<file path="src/hw/rtl/rled_pkg.sv">
// ---------------------------------------------------------------------------
// rled_pkg
// Types, header constants and mode codes of the run-length stream decoder.
// ---------------------------------------------------------------------------
`default_nettype none

package rled_pkg;

	// Most result requests one input byte can cause (a mismatched header)
	localparam int RLED_MAX_OUT = 6;
	localparam int RLED_CNT_W   = $clog2(RLED_MAX_OUT + 1);

	// File header
	localparam int          MAGIC_LEN = 6;
	localparam logic [7:0]  MAGIC [MAGIC_LEN] = '{8'h78, 8'h74, 8'h52, 8'h4C, 8'h45, 8'h00};
	localparam logic [31:0] VER_SIZE  = 32'h0000_0101;
	localparam logic [31:0] VER_KEY   = 32'h0000_0102;
	localparam logic [7:0]  KEY_XOR   = 8'hA5;

	// Header byte positions
	localparam logic [3:0] PH_MAGIC_LAST = 4'd5;
	localparam logic [3:0] PH_VER_FIRST  = 4'd6;
	localparam logic [3:0] PH_VER_LAST   = 4'd9;
	localparam logic [3:0] PH_SIZE_FIRST = 4'd10;
	localparam logic [3:0] PH_SIZE_LAST  = 4'd13;
	// In decode mode: a repeat run waits for its data byte
	localparam logic [3:0] PH_REP_DATA   = 4'd1;

	// Stream modes
	localparam logic [1:0] MODE_HEADER = 2'd0;
	localparam logic [1:0] MODE_RAW    = 2'd1;
	localparam logic [1:0] MODE_DECODE = 2'd2;
	localparam logic [1:0] MODE_DONE   = 2'd3;

	typedef struct packed {
		logic [7:0] data;
		logic [6:0] count;
		logic       last;
		logic       trunc;
	} rled_rec_t;

	typedef struct packed {
		logic [RLED_CNT_W-1:0]         count;
		rled_rec_t [RLED_MAX_OUT-1:0] rec;
	} rled_batch_t;

	function automatic rled_rec_t rled_mk_rec(input logic [7:0] data, input logic [6:0] count,
			input logic last, input logic trunc);
		rled_rec_t r;
		r.data  = data;
		r.count = count;
		r.last  = last;
		r.trunc = trunc;
		return r;
	endfunction

endpackage

`default_nettype wire

</file>
<file path="src/hw/rtl/rled_outq.sv">
// ---------------------------------------------------------------------------
// rled_outq
// Result register: holds the batch of one byte and shifts it out one per cycle while res_ready is high.
// ---------------------------------------------------------------------------
`default_nettype none

module rled_outq (
	input  wire                        clk,
	input  wire                        arst_n,
	input  wire                        load,
	input  wire rled_pkg::rled_batch_t batch,
	input  wire                        res_ready,
	output logic                       res_valid,
	output rled_pkg::rled_rec_t        res,
	output logic                       can_load
);
	import rled_pkg::*;

	rled_rec_t             rec_q [RLED_MAX_OUT];
	logic [RLED_CNT_W-1:0] cnt_q;
	logic                  take;

	assign res_valid = (cnt_q != '0);
	assign res       = rec_q[0];
	assign take      = res_valid && res_ready;
	// Take a new byte once the held batch is empty or its final request leaves now
	assign can_load  = (cnt_q == '0) || ((cnt_q == RLED_CNT_W'(1)) && res_ready);

	// Advance the fill count
	always_ff @(posedge clk or negedge arst_n) begin
		if (!arst_n) begin
			cnt_q <= '0;
		end else if (load) begin
			cnt_q <= batch.count;
		end else if (take) begin
			cnt_q <= cnt_q - RLED_CNT_W'(1);
		end
	end

	// Load the batch, or shift it down by one request
	always_ff @(posedge clk) begin
		if (load) begin
			for (int i = 0; i < RLED_MAX_OUT; i++) begin
				rec_q[i] <= batch.rec[i];
			end
		end else if (take) begin
			for (int i = 0; i < RLED_MAX_OUT - 1; i++) begin
				rec_q[i] <= rec_q[i + 1];
			end
		end
	end

endmodule

`default_nettype wire

</file>
<file path="src/hw/rtl/rled_parse.sv">
// ---------------------------------------------------------------------------
// rled_parse
// Header parser and run decoder: per-byte state and the batch it causes.
// ---------------------------------------------------------------------------
`default_nettype none

module rled_parse (
	input  wire                   clk,
	input  wire                   arst_n,
	input  wire                   take,
	input  wire  [7:0]            in_byte,
	input  wire                   end_of_file,
	output rled_pkg::rled_batch_t batch
);
	import rled_pkg::*;

	logic [1:0]  mode_q, mode_d;
	logic [3:0]  ph_q, ph_d;
	logic [7:0]  held_q [MAGIC_LEN];
	logic [7:0]  held_d [MAGIC_LEN];
	logic [31:0] ver_q, ver_d;
	logic [31:0] rem_q, rem_d;
	logic [7:0]  key_q, key_d;
	logic        lit_q, lit_d;
	logic [6:0]  run_q, run_d;

	logic                  magic_ok;
	logic                  ver_neg;
	logic [6:0]            rep_cnt;
	logic [1:0]            byte_sel;
	logic [RLED_CNT_W-1:0] n;

	// Next state and result batch for the byte at the input
	always_comb begin
		mode_d   = mode_q;
		ph_d     = ph_q;
		ver_d    = ver_q;
		rem_d    = rem_q;
		key_d    = key_q;
		lit_d    = lit_q;
		run_d    = run_q;
		batch    = '0;
		n        = '0;
		magic_ok = 1'b1;
		ver_neg  = 1'b0;
		rep_cnt  = '0;
		byte_sel = '0;
		for (int i = 0; i < MAGIC_LEN; i++) begin
			held_d[i] = held_q[i];
		end

		unique case (mode_q)
			MODE_HEADER: begin
				if (ph_q <= PH_MAGIC_LAST) begin
					// Hold the byte and check the magic once all six are in
					for (int i = 0; i < MAGIC_LEN; i++) begin
						if (ph_q[2:0] == 3'(i)) begin
							held_d[i] = in_byte;
						end
						if (held_d[i] != MAGIC[i]) begin
							magic_ok = 1'b0;
						end
					end
					ph_d = ph_q + 4'd1;
					if ((ph_q == PH_MAGIC_LAST) && magic_ok) begin
						ver_d = '0;
					end else if ((ph_q == PH_MAGIC_LAST) || end_of_file) begin
						// Not our format: replay the held bytes raw
						for (int i = 0; i < MAGIC_LEN; i++) begin
							if (4'(i) <= ph_q) begin
								batch.rec[i] = rled_mk_rec(held_d[i], 7'd1,
									end_of_file && (4'(i) == ph_q), 1'b0);
							end
						end
						n      = RLED_CNT_W'(ph_q) + RLED_CNT_W'(1);
						mode_d = MODE_RAW;
					end
				end else if (ph_q <= PH_VER_LAST) begin
					// Assemble the version, little-endian
					byte_sel = 2'(ph_q - PH_VER_FIRST);
					ver_d    = ver_q | ({24'd0, in_byte} << {byte_sel, 3'd0});
					ph_d     = ph_q + 4'd1;
					if (ph_q == PH_VER_LAST) begin
						ver_neg = ver_d[31];
						if (!ver_neg && (ver_d >= VER_KEY)) begin
							key_d = KEY_XOR;
						end
						if (!ver_neg && (ver_d >= VER_SIZE)) begin
							rem_d = '0;
						end else begin
							batch.rec[0] = rled_mk_rec(8'd0, 7'd0, 1'b1, 1'b0);
							n            = RLED_CNT_W'(1);
							mode_d       = MODE_DONE;
						end
					end
				end else begin
					// Assemble the size, little-endian
					byte_sel = 2'(ph_q - PH_SIZE_FIRST);
					rem_d    = rem_q | ({24'd0, in_byte} << {byte_sel, 3'd0});
					ph_d     = ph_q + 4'd1;
					if (ph_q >= PH_SIZE_LAST) begin
						if ((rem_d == '0) || rem_d[31]) begin
							batch.rec[0] = rled_mk_rec(8'd0, 7'd0, 1'b1, 1'b0);
							n            = RLED_CNT_W'(1);
							mode_d       = MODE_DONE;
						end else begin
							mode_d = MODE_DECODE;
							ph_d   = '0;
							lit_d  = 1'b0;
							run_d  = '0;
						end
					end
				end
			end
			MODE_RAW: begin
				batch.rec[0] = rled_mk_rec(in_byte, 7'd1, end_of_file, 1'b0);
				n            = RLED_CNT_W'(1);
			end
			MODE_DECODE: begin
				if (lit_q && (run_q != '0)) begin
					// Literal byte: unmask and pass one copy
					rem_d        = rem_q - 32'd1;
					batch.rec[0] = rled_mk_rec(in_byte ^ key_q, 7'd1, rem_d == '0, 1'b0);
					n            = RLED_CNT_W'(1);
					run_d        = run_q - 7'd1;
					if (run_d == '0) begin
						lit_d = 1'b0;
					end
					if (rem_d == '0) begin
						mode_d = MODE_DONE;
					end
				end else if (ph_q == PH_REP_DATA) begin
					// Repeat data byte: clip the count to what is still owed
					ph_d = '0;
					if (run_q != '0) begin
						if ((rem_q[31:7] == '0) && (rem_q[6:0] < run_q)) begin
							rep_cnt = rem_q[6:0];
						end else begin
							rep_cnt = run_q;
						end
						rem_d        = rem_q - {25'd0, rep_cnt};
						batch.rec[0] = rled_mk_rec(in_byte, rep_cnt, rem_d == '0, 1'b0);
						n            = RLED_CNT_W'(1);
						if (rem_d == '0) begin
							mode_d = MODE_DONE;
						end
					end
					run_d = '0;
				end else if (in_byte[7]) begin
					// Literal control byte; a zero length opens nothing
					run_d = in_byte[6:0];
					lit_d = (in_byte[6:0] != '0);
				end else begin
					// Repeat control byte
					run_d = in_byte[6:0];
					lit_d = 1'b0;
					ph_d  = PH_REP_DATA;
				end
			end
			MODE_DONE: begin
			end
			default: begin
			end
		endcase

		// End of file: flag an unfinished stream, then start over
		if (end_of_file) begin
			if ((mode_d == MODE_HEADER) || (mode_d == MODE_DECODE)) begin
				for (int i = 0; i < RLED_MAX_OUT; i++) begin
					if (n == RLED_CNT_W'(i)) begin
						batch.rec[i] = rled_mk_rec(8'd0, 7'd0, 1'b1, 1'b1);
					end
				end
				n = n + RLED_CNT_W'(1);
			end
			mode_d = MODE_HEADER;
			ph_d   = '0;
			ver_d  = '0;
			rem_d  = '0;
			key_d  = '0;
			lit_d  = 1'b0;
			run_d  = '0;
		end
		batch.count = n;
	end

	// Update control state on each accepted request
	always_ff @(posedge clk or negedge arst_n) begin
		if (!arst_n) begin
			mode_q <= MODE_HEADER;
			ph_q   <= '0;
			ver_q  <= '0;
			rem_q  <= '0;
			key_q  <= '0;
			lit_q  <= 1'b0;
			run_q  <= '0;
		end else if (take) begin
			mode_q <= mode_d;
			ph_q   <= ph_d;
			ver_q  <= ver_d;
			rem_q  <= rem_d;
			key_q  <= key_d;
			lit_q  <= lit_d;
			run_q  <= run_d;
		end
	end

	// Hold the header bytes
	always_ff @(posedge clk) begin
		if (take) begin
			for (int i = 0; i < MAGIC_LEN; i++) begin
				held_q[i] <= held_d[i];
			end
		end
	end

endmodule

`default_nettype wire

</file>
<file path="src/hw/rtl/rle_stream_decoder_top.sv">
// ---------------------------------------------------------------------------
// rle_stream_decoder_top
// Run-length stream decoder with literal and repeat runs.
// ---------------------------------------------------------------------------
// Usage:
//   Byte channel (byte_valid/byte_ready): one file byte per request, with
//   end_of_file on the final byte of each file.
//   Result channel (result_valid/result_ready): data_byte with repeat_count
//   copies; repeat_count 0 is a status request carrying last/truncated.
//   A byte's first result, if any, appears in the cycle after it is accepted.
//   Throughput: one byte per cycle while each byte yields at most one result
//   and result_ready stays high. A byte yielding k results (up to six, when a
//   non-matching header is replayed) holds the result register until all k
//   are taken; the shift-out of that register is what paces the byte channel then.
//   Stall: byte_ready stays high while the result register is empty or its
//   final request is taken in the same cycle; otherwise input waits.
//   Reset: arst_n clears the parser to await a new header and empties the
//   result register. After end_of_file the parser starts over by itself.
// ---------------------------------------------------------------------------
`default_nettype none

module rle_stream_decoder_top (
	input  wire        clk,
	input  wire        arst_n,
	input  wire        byte_valid,
	output logic       byte_ready,
	input  wire  [7:0] in_byte,
	input  wire        end_of_file,
	output logic       result_valid,
	input  wire        result_ready,
	output logic [7:0] data_byte,
	output logic [6:0] repeat_count,
	output logic       last,
	output logic       truncated
);
	import rled_pkg::*;

	rled_batch_t batch;
	rled_rec_t   res;
	logic        take;

	assign take = byte_valid && byte_ready;

	// Decode the byte at the input
	rled_parse u_parse (
		.clk         (clk),
		.arst_n      (arst_n),
		.take        (take),
		.in_byte     (in_byte),
		.end_of_file (end_of_file),
		.batch       (batch)
	);

	// Hold its results and hand them out
	rled_outq u_outq (
		.clk       (clk),
		.arst_n    (arst_n),
		.load      (take),
		.batch     (batch),
		.res_ready (result_ready),
		.res_valid (result_valid),
		.res       (res),
		.can_load  (byte_ready)
	);

	assign data_byte    = res.data;
	assign repeat_count = res.count;
	assign last         = res.last;
	assign truncated    = res.trunc;

endmodule

`default_nettype wire

</file>
<file path="config.mk">
export PLATFORM = sky130hd
export DESIGN_NAME = rle_stream_decoder_top
export DESIGN_NICKNAME = d
export VERILOG_FILES = /design/src/hw/rtl/rled_pkg.sv /design/src/hw/rtl/rled_outq.sv /design/src/hw/rtl/rled_parse.sv /design/src/hw/rtl/rle_stream_decoder_top.sv
export SDC_FILE = /design/constraint.sdc
export NUM_CORES = 1
export LEC_CHECK = 0
export BUFFER_PORTS_ARGS = -buffer_cell sky130_fd_sc_hd__buf_2
export CAP_MARGIN = 10
export CORE_UTILIZATION = 35
export DETAILED_ROUTE_END_ITERATION = 10
export SLEW_MARGIN = 20
export SYNTH_ARGS = -nofsm -noshare
export SYNTH_HDL_FRONTEND = slang
export SYNTH_SLANG_ARGS = --single-unit
</file>
<file path="constraint.sdc">
create_clock -name clk -period 6.1 [get_ports clk]
set_input_delay 0.915 -clock clk [delete_from_list [all_inputs] [get_ports clk]]
set_output_delay 0.915 -clock clk [all_outputs]
set_load 0.05 [all_outputs]
</file>
==> results.sh <==
export IMPL_place_congestion=0.928
export IMPL_clock_latency_ps=550
export IMPL_first_global_vias=10100
export IMPL_core_area_um2=34700
export IMPL_ctsHoldBuffers=0
export IMPL_setup_tns_ps=0
export IMPL_grt_total_usage=0.207
export IMPL_worst_r2r_endpoint="u_outq.rec_q[0][1]$_DFFE_PP_"
export IMPL_cts_sinks=202
export IMPL_cap_violations=0
export IMPL_postSynthCellCount=1318
export IMPL_vdd_drop_max_v=0.000259
export IMPL_synth_avg_cell_area_um2=9.43
export IMPL_worstPathArrival_ps=5970
export IMPL_antenna_found_initial=0
export IMPL_avgViaCountPerCell=5.92
export IMPL_initial_core_util=0.358
export IMPL_vias=10500
export IMPL_maxSlewHeadroom=0.301
export IMPL_multi_input_area_um2=6180
export IMPL_cts_max_level=1
export IMPL_pin_count=32
export IMPL_worstSetupPathType="reg -> reg"
export IMPL_die_y_um=190
export IMPL_ys_async_sr_fraction=0.406
export IMPL_syn_nets=1365
export IMPL_die_x_um=190
export IMPL_status="completed"
export IMPL_mostFrequentLayoutCell="nor2_1"
export IMPL_drv_slew=0
export IMPL_dieArea_um2=36300
export IMPL_synth_distinct_cells=81
export IMPL_reg2reg_slack_ps=430
export IMPL_grt_first_pass_wirelength_um=58900
export IMPL_ys_seq_area_frac=0.455
export IMPL_final_setup_viol_count=0
export IMPL_most_common_layout_cells="nor2_1, a21oi_1, edfxtp_1"
export IMPL_power_density_nw_per_um2=533
export IMPL_clockRootBuffer="clkbuf_16"
export IMPL_dr_pass1_iters=6
export IMPL_drive_gt1_frac=0.140
export IMPL_routedWlPerCell_um=21.3
export IMPL_nNetsFinal=1343
export IMPL_synth_seq_cells=202
export IMPL_leakage_nw=5.33
export IMPL_port_buffers=31
export IMPL_overflow=0
export IMPL_cp_required_ps=6400
export IMPL_critPathLaunchType="register"
export IMPL_antenna_cells=0
export IMPL_routed_wl_um=37600
export IMPL_r2r_start="u_parse.rem_q[26]$_DFFE_PN0P_"
export IMPL_hp_class="in -> async"
export IMPL_rsz0062_at_grt="false"
export IMPL_rows=68
export IMPL_grt_max_degree=83
export IMPL_fin_worst_skew_ps=25.2
export IMPL_numCtsBuffers=25
export IMPL_path_max_fanout=9
export IMPL_cts_tree="built"
export IMPL_hpwl_um=25100
export IMPL_area_delta_synth_final_pct=10.8
export IMPL_tightest_slew_ps=1040
export IMPL_ant_nets=0
export IMPL_finalCritPeriodShare=0.930
export IMPL_timing_critical_path_to_type="register"
export IMPL_dr_first_iter_drc_count=1047
export IMPL_synth_edf_count=120
export IMPL_final_hold_viol_count=0
export IMPL_regArea_um2=5660
export IMPL_clk_transition_reported_paths_ps=60
export IMPL_nFillCells=3429
export IMPL_syn_area_um2=12400
export IMPL_synth_warnings=0
export IMPL_drc_errors=0
export IMPL_hold_ws_ps=434
export IMPL_fmax_mhz=176
export IMPL_fin_crit_ps=5670
export IMPL_cts_buffer_depth=3
export IMPL_synth_flop_cell="edfxtp_1"
export IMPL_reg2reg_depth=19
## logic make-up after synthesis
logic type               after synthesis  synth area share
flip-flops                           202             0.455
other                                  1          0.000302
multiplexers                          40            0.0358
buffers and inverters                151            0.0527
AND/OR/NAND/NOR                      474             0.192
XOR/XNOR                              37            0.0261
AO/OA/AOI/OAI                        379             0.204
adder cells (fa/ha/maj)               34            0.0348
## worst max path at each step
stage / startpoint / endpoint / slack, ps / cells past startpoint
finish: u_parse.rem_q[26]$_DFFE_PN0P_ / u_outq.rec_q[0][1]$_DFFE_PP_ / 430 / 19
detailed placement: u_parse.rem_q[26]$_DFFE_PN0P_ / u_outq.rec_q[0][1]$_DFFE_PP_ / 190 / 19
CTS: u_parse.rem_q[26]$_DFFE_PN0P_ / u_outq.rec_q[0][1]$_DFFE_PP_ / 170 / 19
floorplan: u_parse.rem_q[26]$_DFFE_PN0P_ / u_outq.rec_q[0][1]$_DFFE_PP_ / 830 / 20
global placement: u_parse.rem_q[26]$_DFFE_PN0P_ / u_outq.rec_q[0][1]$_DFFE_PP_ / 270 / 19
global route: u_parse.rem_q[26]$_DFFE_PN0P_ / u_outq.rec_q[0][5]$_SDFFCE_PP0P_ / 30 / 20
## power breakdown
part | leakage (nW) | switching, W | internal [W]
registers | 2.26 | 0.000340 | 0.00202
clock network | 0.386 | 0.000614 | 0.000808
logic | 2.69 | 0.00230 | 0.00126
total | 5.33 | 0.00325 | 0.00409
## metal layers
| metal | up-vias | global-route usage | wire length [um] |
|---|---|---|---|
| li1 | 4852 | - | - |
| met1 | 5195 | 0.284 | 16800 |
| met2 | 359 | 0.334 | 17500 |
| met3 | 62 | 0.0309 | 2310 |
| met4 | 0 | 0.0683 | 1000 |
| met5 | - | 0 | 0 |
## state kept, by name (all words and copies together) (netlist names)
register        cells
u_outq.cnt_q        3
u_parse.lit_q       1
u_parse.held_q     48
u_parse.ver_q      32
u_parse.run_q       7
u_parse.key_q       1
u_parse.ph_q        4
u_outq.rec_q       72
u_parse.rem_q      32
u_parse.mode_q      2
## what timing repair did
action                                  in CTS  in global routing
setup buffers                                0                  3
resized for setup                            0                  4
endpoints found under the setup margin       0                 19
## cell type report
class	count	area share
clock inverters	11	0.00572
well taps	455	0.0413
clock buffers	34	0.0508
inverters	34	0.00926
flip-flops and latches	202	0.410
multi-input cells	965	0.449
repair buffers	68	0.0337
## metrics by stage
step | power [W] | util | instances | worst slack [ps] | instance area [um^2]
after global routing | 0.00781 | 0.397 | 1769 | 31.6 | 13800
after floorplan | 0.00487 | - | 1318 | 827 | 12400
after detailed placement | 0.00584 | 0.372 | 1721 | 191 | 12900
final | 0.00734 | 0.397 | 1769 | 429 | 13800
after CTS | 0.00729 | 0.395 | 1766 | 167 | 13700
after global placement | 0.00582 | 0.372 | 1721 | 266 | 12900
## Yosys cell counts (16+ instances only)
library cell,n,share of area
ha_1,33,0.033
nor4_1,26,0.013
xnor2_1,21,0.015
nor3_1,36,0.014
mux2_2,36,0.033
a211oi_1,20,0.012
nand3_1,26,0.010
nor2_1,151,0.046
inv_1,34,0.010
nand2_1,113,0.034
dfrtp_1,82,0.17
xor2_1,16,0.011
edfxtp_1,120,0.29
o21ai_0,60,0.024
a32o_1,34,0.027
clkbuf_1,89,0.027
a21oi_1,134,0.054
a31oi_1,21,0.011
## worst max-delay path, stage by stage, from the launching register on
cell	delay (ps)
dfrtp_1	460
or3_1	470
or3_1	360
nor2_1	180
nand2_1	170
nor4_2	260
o21a_1	190
mux2i_1	240
ha_1	180
inv_1	50
fa_1	430
and3_1	240
o2111a_1	330
nor3_1	250
xor2_1	90
a2111oi_1	400
nand3b_1	140
o41a_4	450
a31o_4	320
o22a_1	180
Note: power is estimated with default switching activity, not from simulation.
